`src/rtl/qtlc_pkg.sv`:
```
package qtlc_pkg;

   localparam int MaxRes   = 6;
   localparam int CntWidth = 3;

   // result kinds
   localparam logic [2:0] KIND_BYTE  = 3'd0;
   localparam logic [2:0] KIND_END   = 3'd1;
   localparam logic [2:0] KIND_OPEN  = 3'd2;
   localparam logic [2:0] KIND_CLOSE = 3'd3;
   localparam logic [2:0] KIND_EOI   = 3'd4;

   // characters of interest
   localparam logic [7:0] CH_MARK0  = 8'hEF;
   localparam logic [7:0] CH_MARK1  = 8'hBB;
   localparam logic [7:0] CH_MARK2  = 8'hBF;
   localparam logic [7:0] CH_LBRACE = 8'h7B;
   localparam logic [7:0] CH_RBRACE = 8'h7D;
   localparam logic [7:0] CH_DQUOTE = 8'h22;
   localparam logic [7:0] CH_SLASH  = 8'h2F;
   localparam logic [7:0] CH_STAR   = 8'h2A;
   localparam logic [7:0] CH_BSLASH = 8'h5C;
   localparam logic [7:0] CH_LOW_N  = 8'h6E;
   localparam logic [7:0] CH_LOW_T  = 8'h74;
   localparam logic [7:0] CH_LF     = 8'h0A;
   localparam logic [7:0] CH_TAB    = 8'h09;
   localparam logic [7:0] CH_CR     = 8'h0D;
   localparam logic [7:0] CH_SPACE  = 8'h20;

   typedef struct packed {
      logic [2:0] kind;
      logic [7:0] data;
      logic       quoted;
   } rsp_item_type;

   // all results caused by one input word, in order
   typedef struct packed {
      logic [CntWidth-1:0]             cnt;
      rsp_item_type [MaxRes-1:0]       item;
   } grp_type;

endpackage

```
`src/rtl/qtlc_front.sv`:
```
module qtlc_front import qtlc_pkg::*; (
   input  logic       clock,
   input  logic       reset,
   input  logic       accept,
   input  logic [7:0] in_byte,
   input  logic       end_of_input,
   output grp_type    grp
);

   typedef enum logic [3:0] {
      MODE_START  = 4'd0,
      MODE_MARK1  = 4'd1,
      MODE_MARK2  = 4'd2,
      MODE_IDLE   = 4'd3,
      MODE_SLASH  = 4'd4,
      MODE_LINE   = 4'd5,
      MODE_BLOCK  = 4'd6,
      MODE_STAR   = 4'd7,
      MODE_BARE   = 4'd8,
      MODE_QUOTED = 4'd9,
      MODE_ESCAPE = 4'd10
   } mode_type;

   mode_type mode_ff;
   mode_type mode_in;

   function automatic grp_type add_item(grp_type g, logic [2:0] kind, logic [7:0] data,
                                        logic quoted);
      grp_type r;
      r = g;
      if (g.cnt < CntWidth'(MaxRes)) begin
         r.item[g.cnt].kind   = kind;
         r.item[g.cnt].data   = data;
         r.item[g.cnt].quoted = quoted;
         r.cnt                = g.cnt + CntWidth'(1);
      end
      return r;
   endfunction

   function automatic logic is_space(logic [7:0] b);
      return (b == CH_SPACE) || ((b >= CH_TAB) && (b <= CH_CR));
   endfunction

   always_comb begin
      grp_type  g;
      mode_type mid;
      logic     do_bare;
      logic     do_idle;
      g       = '0;
      mid     = mode_ff;
      do_bare = 1'b0;
      do_idle = 1'b0;

      case (mode_ff)
         MODE_START: begin
            if (in_byte == CH_MARK0) mid = MODE_MARK1;
            else do_idle = 1'b1;
         end
         MODE_MARK1: begin
            if (in_byte == CH_MARK1) mid = MODE_MARK2;
            else begin
               g       = add_item(g, KIND_BYTE, CH_MARK0, 1'b0);
               do_bare = 1'b1;
            end
         end
         MODE_MARK2: begin
            if (in_byte == CH_MARK2) mid = MODE_IDLE;
            else begin
               g       = add_item(g, KIND_BYTE, CH_MARK0, 1'b0);
               g       = add_item(g, KIND_BYTE, CH_MARK1, 1'b0);
               do_bare = 1'b1;
            end
         end
         MODE_SLASH: begin
            if (in_byte == CH_SLASH) mid = MODE_LINE;
            else if (in_byte == CH_STAR) mid = MODE_BLOCK;
            else begin
               g       = add_item(g, KIND_BYTE, CH_SLASH, 1'b0);
               do_bare = 1'b1;
            end
         end
         MODE_LINE: begin
            if (in_byte == CH_LF) mid = MODE_IDLE;
         end
         MODE_BLOCK: begin
            if (in_byte == CH_STAR) mid = MODE_STAR;
         end
         MODE_STAR: begin
            if (in_byte == CH_SLASH) mid = MODE_IDLE;
            else if (in_byte != CH_STAR) mid = MODE_BLOCK;
         end
         MODE_BARE: do_bare = 1'b1;
         MODE_QUOTED: begin
            if (in_byte == CH_DQUOTE) begin
               g   = add_item(g, KIND_END, 8'h00, 1'b1);
               mid = MODE_IDLE;
            end else if (in_byte == CH_BSLASH) begin
               mid = MODE_ESCAPE;
            end else begin
               g = add_item(g, KIND_BYTE, in_byte, 1'b1);
            end
         end
         MODE_ESCAPE: begin
            if (in_byte == CH_LOW_N) g = add_item(g, KIND_BYTE, CH_LF, 1'b1);
            else if (in_byte == CH_LOW_T) g = add_item(g, KIND_BYTE, CH_TAB, 1'b1);
            else g = add_item(g, KIND_BYTE, in_byte, 1'b1);
            mid = MODE_QUOTED;
         end
         default: do_idle = 1'b1;
      endcase

      // inside a bare word: whitespace, braces and quotes close it
      if (do_bare) begin
         if (is_space(in_byte)) begin
            g   = add_item(g, KIND_END, 8'h00, 1'b0);
            mid = MODE_IDLE;
         end else if (in_byte == CH_LBRACE) begin
            g   = add_item(g, KIND_END, 8'h00, 1'b0);
            g   = add_item(g, KIND_OPEN, 8'h00, 1'b0);
            mid = MODE_IDLE;
         end else if (in_byte == CH_RBRACE) begin
            g   = add_item(g, KIND_END, 8'h00, 1'b0);
            g   = add_item(g, KIND_CLOSE, 8'h00, 1'b0);
            mid = MODE_IDLE;
         end else if (in_byte == CH_DQUOTE) begin
            g   = add_item(g, KIND_END, 8'h00, 1'b0);
            mid = MODE_QUOTED;
         end else begin
            g   = add_item(g, KIND_BYTE, in_byte, 1'b0);
            mid = MODE_BARE;
         end
      end

      // between tokens
      if (do_idle) begin
         if (is_space(in_byte)) begin
            mid = MODE_IDLE;
         end else if (in_byte == CH_LBRACE) begin
            g   = add_item(g, KIND_OPEN, 8'h00, 1'b0);
            mid = MODE_IDLE;
         end else if (in_byte == CH_RBRACE) begin
            g   = add_item(g, KIND_CLOSE, 8'h00, 1'b0);
            mid = MODE_IDLE;
         end else if (in_byte == CH_DQUOTE) begin
            mid = MODE_QUOTED;
         end else if (in_byte == CH_SLASH) begin
            mid = MODE_SLASH;
         end else begin
            g   = add_item(g, KIND_BYTE, in_byte, 1'b0);
            mid = MODE_BARE;
         end
      end

      mode_in = mid;

      // flush and close at end of text
      if (end_of_input) begin
         case (mid)
            MODE_MARK1: begin
               g = add_item(g, KIND_BYTE, CH_MARK0, 1'b0);
               g = add_item(g, KIND_END, 8'h00, 1'b0);
            end
            MODE_MARK2: begin
               g = add_item(g, KIND_BYTE, CH_MARK0, 1'b0);
               g = add_item(g, KIND_BYTE, CH_MARK1, 1'b0);
               g = add_item(g, KIND_END, 8'h00, 1'b0);
            end
            MODE_SLASH: begin
               g = add_item(g, KIND_BYTE, CH_SLASH, 1'b0);
               g = add_item(g, KIND_END, 8'h00, 1'b0);
            end
            MODE_BARE:   g = add_item(g, KIND_END, 8'h00, 1'b0);
            MODE_QUOTED: g = add_item(g, KIND_END, 8'h00, 1'b1);
            MODE_ESCAPE: begin
               g = add_item(g, KIND_BYTE, CH_BSLASH, 1'b1);
               g = add_item(g, KIND_END, 8'h00, 1'b1);
            end
            default: ;
         endcase
         g       = add_item(g, KIND_EOI, 8'h00, 1'b0);
         mode_in = MODE_START;
      end

      grp = g;
   end

   always_ff @(posedge clock) begin
      if (reset) begin
         mode_ff <= MODE_START;
      end else if (accept) begin
         mode_ff <= mode_in;
      end
   end

endmodule

```
`src/rtl/qtlc_queue.sv`:
```
module qtlc_queue import qtlc_pkg::*; #(
   parameter int Depth = 4
) (
   input  logic    clock,
   input  logic    reset,
   input  logic    push,
   input  grp_type push_grp,
   input  logic    pop,
   output grp_type head,
   output logic    not_empty,
   output logic    full
);

   localparam int PtrWidth = (Depth > 1) ? $clog2(Depth) : 1;
   localparam int FillWidth = $clog2(Depth + 1);

   grp_type               data_ff [Depth];
   logic [PtrWidth-1:0]   wr_ptr_ff, wr_ptr_in;
   logic [PtrWidth-1:0]   rd_ptr_ff, rd_ptr_in;
   logic [FillWidth-1:0]  fill_ff, fill_in;

   function automatic logic [PtrWidth-1:0] bump(logic [PtrWidth-1:0] p);
      return (p == PtrWidth'(Depth - 1)) ? '0 : p + PtrWidth'(1);
   endfunction

   always_comb begin
      wr_ptr_in = push ? bump(wr_ptr_ff) : wr_ptr_ff;
      rd_ptr_in = pop  ? bump(rd_ptr_ff) : rd_ptr_ff;
      fill_in   = fill_ff;
      if (push && !pop) fill_in = fill_ff + FillWidth'(1);
      else if (pop && !push) fill_in = fill_ff - FillWidth'(1);
   end

   assign head      = data_ff[rd_ptr_ff];
   assign not_empty = (fill_ff != '0);
   assign full      = (fill_ff == FillWidth'(Depth));

   always_ff @(posedge clock) begin
      if (reset) begin
         wr_ptr_ff <= '0;
         rd_ptr_ff <= '0;
         fill_ff   <= '0;
      end else begin
         wr_ptr_ff <= wr_ptr_in;
         rd_ptr_ff <= rd_ptr_in;
         fill_ff   <= fill_in;
      end
   end

   always_ff @(posedge clock) begin
      if (push) data_ff[wr_ptr_ff] <= push_grp;
   end

endmodule

```
`src/rtl/qtlc_back.sv`:
```
module qtlc_back import qtlc_pkg::*; (
   input  logic       clock,
   input  logic       reset,
   input  grp_type    head,
   input  logic       not_empty,
   output logic       pop,
   output logic       rsp_valid,
   input  logic       rsp_stall,
   output logic [2:0] rsp_kind,
   output logic [7:0] rsp_out_byte,
   output logic       rsp_quoted,
   output logic       rsp_last
);

   logic [CntWidth-1:0] idx_ff, idx_in;
   logic                rsp_valid_ff, rsp_valid_in;
   logic [2:0]          kind_ff;
   logic [7:0]          byte_ff;
   logic                quoted_ff;
   logic                last_ff;
   logic                load;
   logic                at_end;
   rsp_item_type        cur;

   assign cur    = head.item[idx_ff];
   assign at_end = (idx_ff == (head.cnt - CntWidth'(1)));
   assign load   = not_empty && (!rsp_valid_ff || !rsp_stall);
   assign pop    = load && at_end;

   always_comb begin
      idx_in       = idx_ff;
      rsp_valid_in = rsp_valid_ff;
      if (load) begin
         idx_in       = at_end ? '0 : idx_ff + CntWidth'(1);
         rsp_valid_in = 1'b1;
      end else if (!rsp_stall) begin
         rsp_valid_in = 1'b0;
      end
   end

   always_ff @(posedge clock) begin
      if (reset) begin
         idx_ff       <= '0;
         rsp_valid_ff <= 1'b0;
      end else begin
         idx_ff       <= idx_in;
         rsp_valid_ff <= rsp_valid_in;
      end
   end

   always_ff @(posedge clock) begin
      if (load) begin
         kind_ff   <= cur.kind;
         byte_ff   <= cur.data;
         quoted_ff <= cur.quoted;
         last_ff   <= at_end;
      end
   end

   assign rsp_valid    = rsp_valid_ff;
   assign rsp_kind     = kind_ff;
   assign rsp_out_byte = byte_ff;
   assign rsp_quoted   = quoted_ff;
   assign rsp_last     = last_ff;

endmodule

```
`src/rtl/quoted_token_lexer_with_comments_top.sv`:
```
// The first result word of an input word is written to the group queue, then loaded into the output register.
// Throughput: one input word per cycle while each word yields at most one result word
// and rsp_stall stays low; the output register takes a word's results one at a time, the group
// queue absorbing the difference until it fills and raises req_stall.
// Reset (synchronous, active high): lexer returns to start of text with mark check
// pending, the group queue and output register empty; req_stall is held high throughout.
module quoted_token_lexer_with_comments_top import qtlc_pkg::*; #(
   parameter int QueueDepth = 4
) (
   input  logic       clock,
   input  logic       reset,
   // input channel
   input  logic       req_valid,
   output logic       req_stall,
   input  logic [7:0] req_in_byte,
   input  logic       req_end_of_input,
   // result channel
   output logic       rsp_valid,
   input  logic       rsp_stall,
   output logic [2:0] rsp_kind,
   output logic [7:0] rsp_out_byte,
   output logic       rsp_quoted,
   output logic       rsp_last
);

   logic    accept;
   logic    q_full;
   logic    q_not_empty;
   logic    q_pop;
   grp_type front_grp;
   grp_type q_head;

   // Hold the input while in reset or when the group queue has no room; the front
   // never waits on the output side directly.
   assign req_stall = q_full || reset;
   assign accept    = req_valid && !req_stall;

   // Front: advance the lexer mode and gather every result word of this byte.
   qtlc_front u_front (
      .clock        (clock),
      .reset        (reset),
      .accept       (accept),
      .in_byte      (req_in_byte),
      .end_of_input (req_end_of_input),
      .grp          (front_grp)
   );

   // Queue: drop groups that carry nothing (whitespace, comments, mark bytes).
   qtlc_queue #(
      .Depth (QueueDepth)
   ) u_queue (
      .clock     (clock),
      .reset     (reset),
      .push      (accept && (front_grp.cnt != '0)),
      .push_grp  (front_grp),
      .pop       (q_pop),
      .head      (q_head),
      .not_empty (q_not_empty),
      .full      (q_full)
   );

   // Back: walk the head group one result word per cycle, while rsp_stall lets the output
   // register move, flagging the final word of the group as last.
   qtlc_back u_back (
      .clock        (clock),
      .reset        (reset),
      .head         (q_head),
      .not_empty    (q_not_empty),
      .pop          (q_pop),
      .rsp_valid    (rsp_valid),
      .rsp_stall    (rsp_stall),
      .rsp_kind     (rsp_kind),
      .rsp_out_byte (rsp_out_byte),
      .rsp_quoted   (rsp_quoted),
      .rsp_last     (rsp_last)
   );

endmodule
```
`config.mk`:
```
export PLATFORM = sky130hd
export DESIGN_NAME = quoted_token_lexer_with_comments_top
export DESIGN_NICKNAME = d
export VERILOG_FILES = /design/src/rtl/qtlc_pkg.sv /design/src/rtl/qtlc_front.sv /design/src/rtl/qtlc_queue.sv /design/src/rtl/qtlc_back.sv /design/src/rtl/quoted_token_lexer_with_comments_top.sv
export SDC_FILE = /design/constraint.sdc
export NUM_CORES = 1
export LEC_CHECK = 0
export ABC_AREA = 1
export ABC_CLOCK_PERIOD_IN_PS = 8100
export BUFFER_PORTS_ARGS = -buffer_cell sky130_fd_sc_hd__buf_2
export CORE_MARGIN = 3
export CORE_UTILIZATION = 55
export DETAILED_ROUTE_END_ITERATION = 10
export PLACE_DENSITY_LB_ADDON = 0.3
export SYNTH_ARGS = -nofsm -noshare
export SYNTH_HDL_FRONTEND = slang
export SYNTH_SLANG_ARGS = --single-unit
```
`constraint.sdc`:
```
create_clock -name clock -period 8.1 [get_ports clock]
set_input_delay 0.81 -clock clock [delete_from_list [all_inputs] [get_ports clock]]
set_output_delay 0.81 -clock clock [all_outputs]
set_load 0.01 [all_outputs]
```
Word-level counts from Yosys, hierarchy flattened
Memory sizes are Yosys's and may differ from the RTL's. A register that Yosys moved wholly into a read port is not among the register bits.
Index checks and enable logic that the tools add are counted.
{"block": "word_totals", "input_bits": 13, "regBits": 28, "elab_cells": 366, "ramBits": 300, "output_inout_bits": 15, "n_memories": 1}
{"memory": "u_queue.data_ff", "words": 4, "word_bits": 75, "read_ports": 1, "rd_clocked_by_memory_dff": 1, "write_ports": 1, "line_no": "qtlc_queue.sv:17", "text": "grp_type data_ff [Depth];"}
{"block": "classes", "n_reduce_logical": 32, "eq_ne": 34, "n_mux": 232, "n_lt_le_gt_ge": 39, "addsub": 18}
{"operator": "$mux 75", "count": 53}
{"operator": "$bwmux 72", "count": 53}
{"operator": "$demux 12 s3", "count": 36}
{"operator": "$pmux 75 s6", "count": 1}
{"operator": "$pmux 75 s5", "count": 1}
{"operator": "$mux 73", "count": 3}
{"operator": "$mux 12", "count": 15}
{"operator": "$mux 9", "count": 13}
{"operator": "$mux 4", "count": 22}
{"operator": "$lt 3x4->1 const B", "count": 13}
{"operator": "$add 3x1->3 const B", "count": 14}
{"operator": "$eq 8x7->1 const B", "count": 5}
{"operator": "$bmux 12 s3", "count": 1}
{"operator": "$ge 3x1->1 const B", "count": 12}
{"operator": "$lt 3x3->1 const B", "count": 12}
{"operator": "$pmux 4 s9", "count": 1}
{"operator": "$eq 8x6->1 const B", "count": 4}
{"operator": "$eq 4x4->1 const B", "count": 6}
{"operator": "$eq 8x8->1 const B", "count": 3}
{"operator": "$mux 1", "count": 22}
{"operator": "$eq 4x3->1 const B", "count": 5}
{"operator": "$logic_and 1x1->1", "count": 19}
{"operator": "$mux 3", "count": 5}
{"operator": "$reduce_or 9->1", "count": 1}
{"operator": "20 further kinds", "count": 35}

Longest topological paths before layout
{"block": "depth", "ltp_word": 96, "ltp_mapped": 47, "mapped_depth_nobuf": 47}

Least setup slack after synthesis
Ideal clock, no wire load.
{"block": "synth_timing", "kind": "input to register", "from": "in req_in_byte[7]", "to": "mem u_queue.data_ff[0][0] (netlist bit) (enable)", "path_buffers": 1, "setup_slack_ns": -0.650, "stages": 39, "setup_ns": 0.510, "required_ns": 7.590, "arrival_ns": 8.241, "cell_sequence": "buf_2 nor2_2 inv_1 nor2_4 nand2_1 nand3_2 nand2_1 nor2_1 ha_1 inv_1 nand3_1 nand2_1 inv_1 nand2_1 inv_1 ha_1 nand3b_1 nand2_2 (+3 left out) nand2_2 inv_2 o21ai_1 o21ai_1 ha_1 inv_1 nand2_1 nand2_1 nand4_4 ha_1 nor2_1 nand2_1 nand2_1 nand3_1 nor2_2 nor2_4 inv_2 nor2_1"}
{"block": "synth_via", "elab_chain_len": 43, "word_cells_on_any_way": 134, "classes_between": "add/sub: 11; order compare: 13; eq/ne: 18; mux: 88; reduce/logical: 4"}
{"element": "start: declaration", "line_no": "quoted_token_lexer_with_comments_top.sv:15", "text": "input logic [7:0] req_in_byte,"}
{"element": "$eq 8x7->1 or $eq 8x6->1 (tied branches)", "line_no": "qtlc_front.sv:97, qtlc_front.sv:76, qtlc_front.sv:86"}
{"element": "$mux 73, on equally long branches", "line_no": "qtlc_front.sv:97, qtlc_front.sv:76"}
{"element": "$mux 75, on equally long branches", "line_no": "qtlc_front.sv:94, qtlc_front.sv:75"}
{"element": "$pmux 75 s5", "line_no": "qtlc_front.sv:54", "text": "case (mode_ff)"}
{"element": "$add 3x1->3 or $lt 3x3->1 (tied branches)", "line_no": "qtlc_front.sv:35, qtlc_front.sv:31"}
{"element": "$mux 75", "line_no": "qtlc_front.sv:31", "text": "if (g.cnt < CntWidth'(MaxRes)) begin"}
{"element": "$mux 75", "line_no": "qtlc_front.sv:121", "text": "end else if (in_byte == CH_RBRACE) begin"}
{"element": "$mux 75", "line_no": "qtlc_front.sv:117", "text": "end else if (in_byte == CH_LBRACE) begin"}
{"element": "(+28 left out)"}
{"element": "$add 3x1->3 or $lt 3x3->1 (tied branches)", "line_no": "qtlc_front.sv:35, qtlc_front.sv:31"}
{"element": "$mux 75", "line_no": "qtlc_front.sv:31"}
{"element": "$mux 75 *", "line_no": "qtlc_front.sv:157", "text": "if (end_of_input) begin"}
{"element": "$reduce_bool 3->1 *", "line_no": "quoted_token_lexer_with_comments_top.sv:54", "text": ".push (accept && (front_grp.cnt != '0)),"}
{"element": "$logic_and 1x1->1 *", "line_no": "quoted_token_lexer_with_comments_top.sv:54"}
{"element": "via u_queue.push", "line_no": "qtlc_queue.sv:6", "text": "input logic push,"}
{"element": "$mux 1 *", "line_no": "qtlc_queue.sv:51", "text": "if (push) data_ff[wr_ptr_ff] <= push_grp;"}
{"element": "$mux 1 (not written as such) *", "line_no": "qtlc_queue.sv:51"}
{"element": "end: declaration", "line_no": "qtlc_queue.sv:17"}
The timed path passes the listed nets; every way through them passes the cells marked *. The select of a mux whose other input is x is not followed.

Worst setup path after layout
{"block": "layout_timing", "from": "reg u_front.mode_ff[0]", "to": "mem u_queue.data_ff[3][53] (netlist bit) (enable)"}
{"block": "layout_via", "elab_chain_len": 41, "word_cells_on_any_way": 109, "classes_between": "add/sub: 11; order compare: 11; eq/ne: 15; mux: 68; reduce/logical: 4"}
{"element": "start: declaration", "line_no": "qtlc_front.sv:24", "text": "mode_type mode_ff;"}
{"element": "start signal: assignment", "line_no": "qtlc_front.sv:191", "text": "mode_ff <= mode_in;"}
{"element": "$eq 4x4->1, or another cell as far along", "line_no": "qtlc_front.sv:54"}
{"element": "$pmux 75 s5", "line_no": "qtlc_front.sv:54"}
{"element": "$add 3x1->3 or $lt 3x3->1 (tied branches)", "line_no": "qtlc_front.sv:35, qtlc_front.sv:31"}
{"element": "$mux 75", "line_no": "qtlc_front.sv:31"}
{"element": "$mux 75", "line_no": "qtlc_front.sv:121"}
{"element": "$mux 75", "line_no": "qtlc_front.sv:117"}
{"element": "$mux 75", "line_no": "qtlc_front.sv:114", "text": "if (is_space(in_byte)) begin"}
{"element": "$mux 75", "line_no": "qtlc_front.sv:113", "text": "if (do_bare) begin"}
{"element": "(+26 left out)"}
{"element": "$add 3x1->3 or $lt 3x3->1 (tied branches)", "line_no": "qtlc_front.sv:35, qtlc_front.sv:31"}
{"element": "$mux 75", "line_no": "qtlc_front.sv:31"}
{"element": "$mux 75 *", "line_no": "qtlc_front.sv:157"}
{"element": "$reduce_bool 3->1 *", "line_no": "quoted_token_lexer_with_comments_top.sv:54"}
{"element": "$logic_and 1x1->1 *", "line_no": "quoted_token_lexer_with_comments_top.sv:54"}
{"element": "via u_queue.push", "line_no": "qtlc_queue.sv:6"}
{"element": "$mux 1 *", "line_no": "qtlc_queue.sv:51"}
{"element": "$mux 1 (not written as such) *", "line_no": "qtlc_queue.sv:51"}
Marked as above.

==> results.json <==
{
  "vias_per_cell": 6.14,
  "die_area_um2": 31400,
  "hold_start": "u_queue.fill_ff[2]",
  "final.min_clock_period_ns": 6.84,
  "initial_core_util": 0.568,
  "syn_area_per_cell_um2": 10.0,
  "cp_num_buf_inv": 11,
  "antenna_found_initial": 0,
  "cp_max_fo": 23,
  "core_area_um2": 28300,
  "critical_path_arrival_ns": 7.01,
  "multi_input_area_um2": 5740,
  "path_class": "flip-flop to flip-flop",
  "synth_seq_area_share": 0.605,
  "fill_cells": 2259,
  "grt_usage": 0.277,
  "worst_r2r_startpoint": "u_front.mode_ff[0]",
  "hold_viol_final": 0,
  "cts_tree": "yes",
  "hold_class": "flip-flop to flip-flop",
  "critical_path_required_ns": 8.27,
  "drv_cap": 0,
  "cpMostUsedCell": "nand2_1",
  "cts_resized": 0,
  "finClkSkew_ns": 0.0140,
  "final-seq-area_um2": 9750,
  "synth_cell_types": 49,
  "leakagePower_uw": 0.00668,
  "wl_per_cell_um": 21.0,
  "rsz0062_at_grt": "no",
  "nNetsFinal": 1679,
  "worst_slack_ns": 1.26,
  "tightest_slew_ns": 1.28,
  "place_inst": 1988,
  "drt_pass1_iterations": 5,
  "yosys-top-cells-area": "edfxtp_1 58%, o21ai_0 6.4%, nor2_1 5.8%, nand2_1 5.4%, o221ai_1 2.6%",
  "post_cts_buffers": 0,
  "drc": 0,
  "antenna_cells": 0,
  "finish.utilization": 0.628,
  "num_io_pins": 28,
  "path_clk_slew_ns": 0.07,
  "end_kind": "flip-flop",
  "synth-seq-cells": 330,
  "slowest_delay_ns": 0.53,
  "drtIter0Drc": 1653,
  "place_hpwl_mm": 27.7,
  "fin_area_um2": 17800,
  "yosysTopAreaCellShare": 0.584,
  "gr-total-overflow": 0,
  "whs_endpoint": "u_queue.fill_ff[2]",
  "clock.fmax_mhz": 146,
  "cellPowerDensity_nw_per_um2": 255,
  "synth_edf_count": 313,
  "totalPowerFinal_uw": 4520,
  "critPathLaunchType": "flip-flop",
  "via_count": 12557,
  "ys_warn_count": 0,
  "preCtsSetupSlack_ns": 0.961,
  "crit_family": "simple AND/OR/NAND/NOR gates",
  "setup_violations": 0,
  "cts-root-buf": "clkbuf_16",
  "crit_path_top_delay_cell": "nor2_4",
  "max-vdd-ir-drop_mv": 0.142,
  "cts_sinks": 330,
  "die_x_um": 177,
  "worstReg2RegEnd": "u_queue.data_ff[3][53]",
  "ctsHoldBuffers": 0,
  "yosys.area.top_type": "edfxtp_1",
  "drive_above_1_share": 0.101,
  "placed_cell_area_um2": 16800,
  "portBuffers": 27,
  "grt_max_degree": 107,
  "htree_levels": 2,
  "reg2reg_slack_ns": 1.26,
  "ys.flop_type": "edfxtp_1",
  "fp.dieH_um": 177,
  "worstSkewPairLatency_ns": 0.51,
  "relSlewSlack": 0.144,
  "synth_area_um2": 16100,
  "status": "finished clean",
  "cts_buffers": 35,
  "gp_congestion": 1.02,
  "wirelength_mm": 42.9,
  "finalCritPeriodShare": 0.845,
  "area_growth_pct": 10.4,
  "ant_nets": 0,
  "async_flop_share": 0,
  "syn_inst": 1605,
  "grt_pass1_wl_mm": 67.5,
  "final_cells": 2046,
  "ff2ff_path_depth": 41,
  "grt_pass1_vias": 11893,
  "drv_slew": 0,
  "rows": 61,
  "cts_buffer_depth": 3,
  "holdPathStages": 2
}
-- logic make-up after synthesis --
logic type,share of synthesized area
fa+ha+maj,0.0152
other cells,0.000233
flops,0.605
compound gates,0.155
xor+xnor,0.00326
buf+inv,0.0493
simple gates,0.171
-- Yosys cell counts, types with 3 or more instances --
library cell  number
a211oi_1          11
a21oi_1           45
a32o_1             6
buf_2              3
clkbuf_1          70
dfxtp_1           17
edfxtp_1         313
ha_1              18
inv_1            111
inv_2             22
nand2_1          230
nand2_2           23
nand3_1           56
nand3_2            8
nand4_1           13
nor2_1           250
nor2_2            12
nor2_4             4
nor3_1            13
nor4_1            10
o211ai_1          33
o21ai_0          206
o21ai_1            5
o21bai_1           4
o221ai_1          48
o22ai_1           34
o31ai_1            5
o32ai_1            6
xor2_1             4
-- worst reg2reg max path: cells and delay by family, from the launching register on --
family        cells  cell delay [ns]
buf+inv          11             1.20
fa+ha+maj         5             1.37
flops             1             0.47
simple gates     25             3.44
-- stage by stage --
stage | hold WS (ns) | setup TNS, ns
3_3_place_gp | 0.473 | 0
6_report | 0.503 | 0
4_1_cts | 0.496 | 0
3_5_place_dp | 0.487 | 0
5_1_grt | 0.536 | 0
2_1_floorplan | 0.461 | -195.15
-- placed cells by master, fill, tap and decap left out, drive strengths merged, types with 4 or more instances in the layout --
cell / n
o31ai: 5
o32ai: 6
clkbuf: 45
buf: 41
o22ai: 34
a21oi: 46
clkinv: 11
xor2: 4
nand3: 66
o221ai: 48
conb: 40
a32o: 6
nand2: 254
o21bai: 4
nand4: 14
nor2: 266
ha: 18
nor4: 10
o21ai: 211
o211ai: 33
edfxtp: 313
dfxtp: 17
a211oi: 11
inv: 136
nor3: 14
-- registers in the layout, summed over array words and instances, names as in the netlist, named ones only --
name                 cells
u_back.rsp_out_byte      8
u_queue.data_ff        300
u_queue.rd_ptr_ff        2
u_back.rsp_last          1
u_back.rsp_quoted        1
u_queue.wr_ptr_ff        2
u_queue.fill_ff          3
u_back.idx_ff            3
u_back.rsp_kind          3
u_back.rsp_valid         1
u_front.mode_ff          4
-- routing by layer --
metal	vias up	track usage	wire length (um)
met4	0	0.0926	1260
met2	614	0.440	20300
met3	91	0.0401	3510
met5	-	0	0
li1	5804	-	-
met1	6048	0.397	17900
-- worst max-delay path by stage --
stage,slack [ns],end,depth (start not counted),start
3_5_place_dp,0.96,u_queue.data_ff[3][51],41,req_in_byte[7]
5_1_grt,0.66,u_queue.data_ff[3][49],41,u_front.mode_ff[0]
2_1_floorplan,-0.65,u_queue.data_ff[0][0],39,req_in_byte[7]
3_3_place_gp,1.12,u_queue.data_ff[3][67],40,req_in_byte[7]
6_report,1.26,u_queue.data_ff[3][53],41,u_front.mode_ff[0]
4_1_cts,1.34,u_queue.data_ff[3][49],41,u_front.mode_ff[0]
-- power breakdown --
group          internal, uW  switching [uW]  total, uW  leakage [uW]
registers              2050            44.4       2100       0.00307
clock network           813             626       1440      0.000492
logic                   273             715        988       0.00311
-- area by class of cell --
cell class | instances | area share
clock buffers | 45 | 0.0525
clock inverters | 13 | 0.00401
inverters | 134 | 0.0285
multi-input cells | 1105 | 0.323
flip-flops and latches | 330 | 0.548
well taps | 378 | 0.0266
repair buffers | 41 | 0.0170
Note: power is estimated with default switching activity, not from simulation.
